[config.mk]
export PLATFORM = sky130hd
export DESIGN_NAME = des_key_schedule_unit
export DESIGN_NICKNAME = d
export VERILOG_FILES = /design/src/design/des_ks_pkg.sv /design/src/design/des_key_schedule_unit.sv /design/src/design/des_ks_front.sv /design/src/design/des_ks_queue.sv /design/src/design/des_ks_back.sv
export SDC_FILE = /design/constraint.sdc
export NUM_CORES = 1
export LEC_CHECK = 0
export BUFFER_PORTS_ARGS = -buffer_cell sky130_fd_sc_hd__clkbuf_2
export CAP_MARGIN = 20
export CORE_AREA = 2 2 132 134
export DETAILED_ROUTE_END_ITERATION = 10
export DIE_AREA = 0 0 134 136
export HOLD_SLACK_MARGIN = 0.1
export PLACE_DENSITY = 0.78
export SLEW_MARGIN = 10
export SYNTH_ARGS = -nofsm -noshare
export SYNTH_HDL_FRONTEND = slang
export SYNTH_SLANG_ARGS = --single-unit
[constraint.sdc]
create_clock -name i_clk -period 7 [get_ports i_clk]
set_clock_uncertainty 0.15 [all_clocks]
set_input_delay 1.4 -clock i_clk [delete_from_list [all_inputs] [get_ports i_clk]]
set_output_delay 1.4 -clock i_clk [all_outputs]
set_load 0.03 [all_outputs]
[src/design/des_ks_pkg.sv]
// types, constants and permutation functions for the des key schedule unit
// no dependencies; used by every module of the block
`default_nettype none

package des_ks_pkg;

    // round count and derived widths
    localparam int unsigned ROUNDS      = 16;
    localparam int unsigned RND_W       = 4;
    localparam int unsigned NUM_W       = 5;
    localparam int unsigned KEY_W       = 64;
    localparam int unsigned HALF_W      = 28;
    localparam int unsigned CD_W        = 56;
    localparam int unsigned SUBKEY_W    = 48;
    localparam int unsigned QUEUE_DEPTH = 2;
    localparam int unsigned PTR_W       = 1;
    localparam int unsigned CNT_W       = 2;

    // key permutation, positions counted upwards from one at the key msb
    localparam logic [6:0] PC1_SEL [CD_W] = '{
        7'd57, 7'd49, 7'd41, 7'd33, 7'd25, 7'd17, 7'd9,
        7'd1,  7'd58, 7'd50, 7'd42, 7'd34, 7'd26, 7'd18,
        7'd10, 7'd2,  7'd59, 7'd51, 7'd43, 7'd35, 7'd27,
        7'd19, 7'd11, 7'd3,  7'd60, 7'd52, 7'd44, 7'd36,
        7'd63, 7'd55, 7'd47, 7'd39, 7'd31, 7'd23, 7'd15,
        7'd7,  7'd62, 7'd54, 7'd46, 7'd38, 7'd30, 7'd22,
        7'd14, 7'd6,  7'd61, 7'd53, 7'd45, 7'd37, 7'd29,
        7'd21, 7'd13, 7'd5,  7'd28, 7'd20, 7'd12, 7'd4
    };

    // compression permutation, positions counted upwards from one at the c||d msb
    localparam logic [6:0] PC2_SEL [SUBKEY_W] = '{
        7'd14, 7'd17, 7'd11, 7'd24, 7'd1,  7'd5,  7'd3,  7'd28,
        7'd15, 7'd6,  7'd21, 7'd10, 7'd23, 7'd19, 7'd12, 7'd4,
        7'd26, 7'd8,  7'd16, 7'd7,  7'd27, 7'd20, 7'd13, 7'd2,
        7'd41, 7'd52, 7'd31, 7'd37, 7'd47, 7'd55, 7'd30, 7'd40,
        7'd51, 7'd45, 7'd33, 7'd48, 7'd44, 7'd49, 7'd39, 7'd56,
        7'd34, 7'd53, 7'd46, 7'd42, 7'd50, 7'd36, 7'd29, 7'd32
    };

    // left rotation per round
    localparam logic [1:0] ROT_AMT [ROUNDS] = '{
        2'd1, 2'd1, 2'd2, 2'd2, 2'd2, 2'd2, 2'd2, 2'd2,
        2'd1, 2'd2, 2'd2, 2'd2, 2'd2, 2'd2, 2'd2, 2'd1
    };

    // push request from the front into the queue
    typedef struct packed {
        logic            valid;
        logic [CD_W-1:0] cd;
    } t_cd_req;

    // queue status towards front and back
    typedef struct packed {
        logic            full;
        logic            valid;
        logic [CD_W-1:0] cd;
    } t_q_stat;

    // select 56 key bits into c||d, first selected bit in the msb
    function automatic logic [CD_W-1:0] pc1(input logic [KEY_W-1:0] key);
        logic [CD_W-1:0] res;
        logic [6:0]      pos;
        res = '0;
        for (int i = 0; i < CD_W; i++) begin
            pos = 7'd64 - PC1_SEL[i];
            res[CD_W-1-i] = key[pos[5:0]];
        end
        return res;
    endfunction

    // select 48 bits of c||d into the round key, first selected bit in the msb
    function automatic logic [SUBKEY_W-1:0] pc2(input logic [CD_W-1:0] cd);
        logic [SUBKEY_W-1:0] res;
        logic [6:0]          pos;
        res = '0;
        for (int i = 0; i < SUBKEY_W; i++) begin
            pos = 7'd56 - PC2_SEL[i];
            res[SUBKEY_W-1-i] = cd[pos[5:0]];
        end
        return res;
    endfunction

    // rotate both 28-bit halves left by one or two places
    function automatic logic [CD_W-1:0] rot_cd(input logic [CD_W-1:0] cd,
                                               input logic [1:0]      amt);
        logic [HALF_W-1:0] c;
        logic [HALF_W-1:0] d;
        c = cd[CD_W-1:HALF_W];
        d = cd[HALF_W-1:0];
        if (amt == 2'd2) begin
            c = {c[HALF_W-3:0], c[HALF_W-1:HALF_W-2]};
            d = {d[HALF_W-3:0], d[HALF_W-1:HALF_W-2]};
        end else begin
            c = {c[HALF_W-2:0], c[HALF_W-1]};
            d = {d[HALF_W-2:0], d[HALF_W-1]};
        end
        return {c, d};
    endfunction

endpackage

`default_nettype wire

[src/design/des_key_schedule_unit.sv]
// DES key schedule unit: one 64-bit key in, sixteen 48-bit round keys out
// depends on des_ks_pkg, des_ks_front, des_ks_queue and des_ks_back
//
// s_axis carries one key per request in tdata (bit 63 is key bit 1, parity
// bits ignored). m_axis returns the round keys of each key in round order:
// tdata holds the 48-bit round key, tuser the round number 1 to 16 and
// tlast marks round 16.
// the key permutation is applied as the key is taken and the result waits in
// a two-entry queue; while the output is not stalled, the round engine rotates
// c and d and applies the compression permutation once per cycle into the
// output register, after the key has passed the queue and the c||d register.
// throughput: one round key per cycle while the output is not stalled, set by
// the single round engine; the queue lets up to two further keys be taken
// while a key is still being expanded.
// when m_axis_tready is low the output beat holds and the engine pauses;
// s_axis_tready falls only when the queue is full.
// reset (i_rst_n low, synchronous) empties the queue and drops any beat in
// flight and idles the round engine; the payload registers are not reset.
`default_nettype none

module des_key_schedule_unit (
    input  wire logic                               i_clk,
    input  wire logic                               i_rst_n,
    input  wire logic                               s_axis_tvalid,
    output logic                                    s_axis_tready,
    input  wire logic [des_ks_pkg::KEY_W-1:0]       s_axis_tdata,   // [63:0] cipher_key
    output logic                                    m_axis_tvalid,
    input  wire logic                               m_axis_tready,
    output logic [des_ks_pkg::SUBKEY_W-1:0]         m_axis_tdata,   // [47:0] round_key
    output logic [des_ks_pkg::NUM_W-1:0]            m_axis_tuser,   // [4:0] round_number
    output logic                                    m_axis_tlast    // last_key
);

    des_ks_pkg::t_cd_req push;
    des_ks_pkg::t_q_stat q_stat;
    logic                pop;

    // key intake and key permutation
    des_ks_front u_front (
        .s_axis_tvalid (s_axis_tvalid),
        .s_axis_tready (s_axis_tready),
        .s_axis_tdata  (s_axis_tdata),
        .i_q_stat      (q_stat),
        .o_push        (push)
    );

    // decoupling queue
    des_ks_queue u_queue (
        .i_clk   (i_clk),
        .i_rst_n (i_rst_n),
        .i_push  (push),
        .i_pop   (pop),
        .o_stat  (q_stat)
    );

    // round engine and output register
    des_ks_back u_back (
        .i_clk         (i_clk),
        .i_rst_n       (i_rst_n),
        .i_q_stat      (q_stat),
        .o_pop         (pop),
        .m_axis_tvalid (m_axis_tvalid),
        .m_axis_tready (m_axis_tready),
        .m_axis_tdata  (m_axis_tdata),
        .m_axis_tuser  (m_axis_tuser),
        .m_axis_tlast  (m_axis_tlast)
    );

endmodule

`default_nettype wire

[src/design/des_ks_front.sv]
// front end: takes key requests and applies the key permutation
// depends on des_ks_pkg; feeds des_ks_queue
`default_nettype none

module des_ks_front (
    input  wire logic                            s_axis_tvalid,
    output logic                                 s_axis_tready,
    input  wire logic [des_ks_pkg::KEY_W-1:0]    s_axis_tdata,   // [63:0] cipher_key
    input  wire des_ks_pkg::t_q_stat             i_q_stat,
    output des_ks_pkg::t_cd_req                  o_push
);

    // accept whenever the queue has room
    assign s_axis_tready = !i_q_stat.full;

    // reduce the key to c||d on the way in
    always_comb begin
        o_push.valid = s_axis_tvalid && !i_q_stat.full;
        o_push.cd    = des_ks_pkg::pc1(s_axis_tdata);
    end

endmodule

`default_nettype wire

[src/design/des_ks_queue.sv]
// two-entry queue of c||d values between front and round engine
// depends on des_ks_pkg
`default_nettype none

module des_ks_queue (
    input  wire logic                  i_clk,
    input  wire logic                  i_rst_n,
    input  wire des_ks_pkg::t_cd_req   i_push,
    input  wire logic                  i_pop,
    output des_ks_pkg::t_q_stat        o_stat
);

    logic [des_ks_pkg::CD_W-1:0]  r_mem [des_ks_pkg::QUEUE_DEPTH];
    logic [des_ks_pkg::PTR_W-1:0] r_wr_ptr, n_wr_ptr;
    logic [des_ks_pkg::PTR_W-1:0] r_rd_ptr, n_rd_ptr;
    logic [des_ks_pkg::CNT_W-1:0] r_count, n_count;
    logic                         do_pop;

    // pointer and fill count update
    always_comb begin
        do_pop   = i_pop && (r_count != '0);
        n_wr_ptr = i_push.valid ? r_wr_ptr + 1'b1 : r_wr_ptr;
        n_rd_ptr = do_pop ? r_rd_ptr + 1'b1 : r_rd_ptr;
        n_count  = r_count;
        if (i_push.valid && !do_pop) begin
            n_count = r_count + 1'b1;
        end else if (!i_push.valid && do_pop) begin
            n_count = r_count - 1'b1;
        end
    end

    // control registers
    always_ff @(posedge i_clk) begin
        if (!i_rst_n) begin
            r_wr_ptr <= '0;
            r_rd_ptr <= '0;
            r_count  <= '0;
        end else begin
            r_wr_ptr <= n_wr_ptr;
            r_rd_ptr <= n_rd_ptr;
            r_count  <= n_count;
        end
    end

    // entry storage
    always_ff @(posedge i_clk) begin
        if (i_push.valid) begin
            r_mem[r_wr_ptr] <= i_push.cd;
        end
    end

    // status towards both sides
    always_comb begin
        o_stat.full  = (r_count == des_ks_pkg::CNT_W'(des_ks_pkg::QUEUE_DEPTH));
        o_stat.valid = (r_count != '0);
        o_stat.cd    = r_mem[r_rd_ptr];
    end

endmodule

`default_nettype wire

[src/design/des_ks_back.sv]
// round engine: rotates and applies pc2 once per unstalled cycle into an output register
// depends on des_ks_pkg; drains des_ks_queue
`default_nettype none

module des_ks_back (
    input  wire logic                               i_clk,
    input  wire logic                               i_rst_n,
    input  wire des_ks_pkg::t_q_stat                i_q_stat,
    output logic                                    o_pop,
    output logic                                    m_axis_tvalid,
    input  wire logic                               m_axis_tready,
    output logic [des_ks_pkg::SUBKEY_W-1:0]         m_axis_tdata,   // [47:0] round_key
    output logic [des_ks_pkg::NUM_W-1:0]            m_axis_tuser,   // [4:0] round_number
    output logic                                    m_axis_tlast    // last_key
);

    logic                              r_busy, n_busy;
    logic [des_ks_pkg::RND_W-1:0]      r_round, n_round;
    logic [des_ks_pkg::CD_W-1:0]       r_cd, n_cd;
    logic                              r_out_valid, n_out_valid;
    logic [des_ks_pkg::SUBKEY_W-1:0]   r_key, n_key;
    logic [des_ks_pkg::NUM_W-1:0]      r_num, n_num;
    logic                              r_last, n_last;
    logic                              advance;
    logic                              final_rnd;
    logic [des_ks_pkg::CD_W-1:0]       step_cd;

    // next round and next output beat
    always_comb begin
        step_cd   = des_ks_pkg::rot_cd(r_cd, des_ks_pkg::ROT_AMT[r_round]);
        final_rnd = (r_round == des_ks_pkg::RND_W'(des_ks_pkg::ROUNDS - 1));
        advance   = r_busy && (!r_out_valid || m_axis_tready);

        n_busy      = r_busy;
        n_round     = r_round;
        n_cd        = r_cd;
        n_out_valid = r_out_valid && !m_axis_tready;
        n_key       = r_key;
        n_num       = r_num;
        n_last      = r_last;

        // produce one round key
        if (advance) begin
            n_cd        = step_cd;
            n_round     = r_round + 1'b1;
            n_out_valid = 1'b1;
            n_key       = des_ks_pkg::pc2(step_cd);
            n_num       = {1'b0, r_round} + 1'b1;
            n_last      = final_rnd;
            if (final_rnd) begin
                n_busy = 1'b0;
            end
        end

        // take the next key when idle or finishing the last round
        o_pop = i_q_stat.valid && (!r_busy || (advance && final_rnd));
        if (o_pop) begin
            n_busy  = 1'b1;
            n_round = '0;
            n_cd    = i_q_stat.cd;
        end
    end

    // control registers
    always_ff @(posedge i_clk) begin
        if (!i_rst_n) begin
            r_busy      <= 1'b0;
            r_round     <= '0;
            r_out_valid <= 1'b0;
        end else begin
            r_busy      <= n_busy;
            r_round     <= n_round;
            r_out_valid <= n_out_valid;
        end
    end

    // payload registers
    always_ff @(posedge i_clk) begin
        r_cd   <= n_cd;
        r_key  <= n_key;
        r_num  <= n_num;
        r_last <= n_last;
    end

    assign m_axis_tvalid = r_out_valid;
    assign m_axis_tdata  = r_key;
    assign m_axis_tuser  = r_num;
    assign m_axis_tlast  = r_last;

endmodule

`default_nettype wire

==> reports/qor.csv <==
stage,metric,value,unit
worst_setup_path,Worst Setup Start Kind,flop,
route,via count,4550,
worst_hold_path,worst hold path cell count,2,
synthesis,sequential area share after synthesis,73.2,%
clock_network,Post-CTS Hold Buffers,0,
timing,WHS,0.327,ns
floorplan,DIE HEIGHT,136,µm
synthesis,synth warn,0,
timing,Slew @ Worst Pin,0.826,ns
global_routing,gr busiest metal,met2,
layout,Antenna Cells,0,
route,drt first pass iters,4,
global_routing,routing usage on met1,21.6,%
floorplan,total core area,0.0169,mm²
worst_hold_path,hold path startpoint,u_queue.r_rd_ptr,
layout,Finished Cell Area,0.0109,mm²
synthesis,net count after synthesis,550,
worst_setup_path,Critical Path RT,7.10,ns
run,maxcap violations,0,
worst_hold_path,class of the worst hold path,reg -> reg,
placement,IO Port Bufs,115,
synthesis,Synth cell types,31,
clock_network,worst skew pair latency,0.50,ns
clock_network,postcts setup bufs,0,
placement,pre-CTS setup slack,3.51,ns
power,peak supply drop,195,µV
floorplan,I/O pin total,124,
synthesis,Synth Area per Inst,19.6,µm²
timing,max-slew violations,0,
power,power density over cell area,312,mW/mm²
route,Routed WL,15.7,mm
power,Power Total,0.00341,W
clock_network,post-CTS sizing,0,
clock_network,CTS Sinks,232,
global_routing,GRT Total Usage,17.5,%
worst_setup_path,Worst Reg2Reg Path Length in Cells,8,
worst_setup_path,CP max FO,28,
clock_network,CTS tree,done,
worst_setup_path,worst path arrival time,3.57,ns
layout,layout net count,679,
worst_setup_path,CP Capture Type,flop,
route,Routed Antenna Nets,0,
global_routing,first-pass GRT wire length,24.7,mm
timing,Setup WS post-layout,3.53,ns
route,DRC violations left,0,
global_routing,met3 usage,3.99,%
synthesis,cells after synthesis,479,
placement,Final Wtd Congestion,0.778,
clock_network,Clock Root Buffer,clkbuf_16,
floorplan,die area,0.0182,mm²
timing,fin crit period,3.47,ns
clock_network,CTS Buffer Depth,3,
run_status,status,finished clean,
placement,placed cell areas,0.0102,mm²
clock_network,TritonCTS Buffers,24,
synthesis,#FFs+latches synth,232,
timing,final hold violation count,0,
clock_network,"Clk pin slew, worst setup/hold paths",0.06,ns
global_routing,antenna violations before repair,0,
floorplan,initial core utilization,55.5,%
synthesis,Netlist Area Pre-Place,0.00937,mm²
route,initial drt markers,185,
timing,worst slew margin relative to its limit,44.9,%
global_routing,M2 GR Usage,31.5,%
floorplan,Core Rows,48,
timing,"Setup violations, final",0,
layout,post-synthesis to final-layout area growth,16.4,%
timing,Max Fclk,288,MHz
global_routing,GRT Residual Overflow,0,
layout,layout cells sized above 1,49.0,%
global_routing,number of global-route vias before repair,4737,
worst_setup_path,CP startpoint,u_back.r_round[1],
clock_network,H-tree depth,1,
timing,Final Cycle Share,49.5,%
worst_setup_path,kind of critical path,reg -> reg,
floorplan,floorplan die width,134,µm
worst_setup_path,Worst R2R Start,u_back.r_round[1],
route,Avg WL per Cell,18.5,µm
timing,Sum Neg Setup Slack,0,ns
route,Via-to-Cell Ratio,5.35,
global_routing,largest net degree at the start of global routing,59,
placement,post-DP HPWL,9.19,mm
timing,unrepaired setup endpoints after global routing,false,
power,Lkg Pwr,3.92,nW
-- worst paths after layout --
kind	endpoint	slack, ns
setup / recovery	u_back.r_cd[55]	3.53
hold / removal	flop	0.33
setup reg to reg	u_back.r_cd[55]	3.53
hold reg to reg	flop	0.33
-- stage by stage --
stage               std cells  util [%]
floorplan                 479         -
global placement          806      60.1
detailed placement        807      60.3
CTS                       850      64.6
global route              850      64.6
finish                    850      64.6
-- synthesized netlist by cell type --
cell      count  area, µm²
a31oi_1       1       6.26
nand3b_1      1       7.51
nor3_1        1       5.00
a21boi_2      1       11.3
buf_4         3       22.5
and3_1        1       6.26
clkbuf_1      8       30.0
mux2i_1      26        260
edfxtp_1    221       6640
nand3_1       5       25.0
buf_6         2       22.5
mux2_2      111       1250
xor2_1        3       26.3
a31oi_2       1       12.5
dfxtp_1      11        220
mux2_4       32        480
nor2b_1       1       6.26
buf_2         3       15.0
o21ai_0       5       25.0
inv_1         6       22.5
mux2_1        1       11.3
ha_1          3       37.5
buf_12        4       80.1
or3_1         1       6.26
xnor2_1       3       26.3
a31o_2        1       8.76
nand2_1       6       22.5
nor3b_1       1       7.51
nor2_1        9       33.8
nand2b_1      4       25.0
a21oi_1       3       15.0
-- per-layer routing --
| metal | wire [µm] | part of all wire [%] |
|---|---|---|
| met5 | 0 | 0 |
| met4 | 391 | 2.5 |
| met3 | 953 | 6.1 |
| met2 | 8050 | 51 |
| met1 | 6340 | 40 |
-- cells in the final DEF (no fill, tap or decap), drive strengths merged, types with 2 or more instances in the layout --
master  count
nand2       6
xnor2       3
edfxtp    221
a31oi       2
ha          3
dfxtp      11
nand3       5
clkinv      9
o21ai       5
xor2        3
nand2b      4
nor2        9
clkbuf    147
a21oi       3
inv         6
buf         8
mux2i      26
mux2      144
-- registers in the layout, indices dropped and copies added (netlist names), named ones only --
name and flops:
u_queue.r_mem 112, u_queue.r_count 2, u_back.m_axis_tdata 48, u_back.m_axis_tlast 1, u_queue.r_rd_ptr 1, u_back.r_round 4, u_back.r_cd 56, u_back.m_axis_tuser 4
u_queue.r_wr_ptr 1, u_back.r_busy 1, u_back.m_axis_tvalid 1
-- cell type report --
class / count / area, µm²
Clock buffer: 32 / 652
Clock inverter: 11 / 80.1
Fill cell: 1155 / 5970
Inverter: 6 / 22.5
Multi-Input combinational cell: 221 / 2350
Sequential cell: 232 / 6860
Tap cell: 225 / 282
Timing Repair Buffer: 123 / 656
-- cell families (layout without fill, tap and decap cells) --
logic type,Yosys count,after routing,share of synthesized area (%)
adder cells (fa/ha/maj),3,3,0.401
multiplexers,170,170,21.4
AO/OA/AOI/OAI,12,12,0.842
flip-flops,232,232,73.2
XOR/XNOR,6,6,0.561
buffers and inverters,26,172,2.06
AND/OR/NAND/NOR,30,30,1.55
-- power by group --
group / internal (W) / total (W) / switching, W
registers: 0.00172 / 0.00178 / 0.0000639
logic: 0.000209 / 0.000451 / 0.000241
clock network: 0.000689 / 0.00117 / 0.000484
total: 0.00262 / 0.00341 / 0.000790
-- worst max-delay path, cell delays in order (launching register included) --
cell	delay [ns]
dfxtp_1	0.41
inv_1	0.09
ha_1	0.18
or3_1	0.38
a31oi_4	0.63
buf_16	0.23
buf_4	0.45
mux2_2	0.41
mux2_2	0.26
Power figures use the tool's default switching activity.
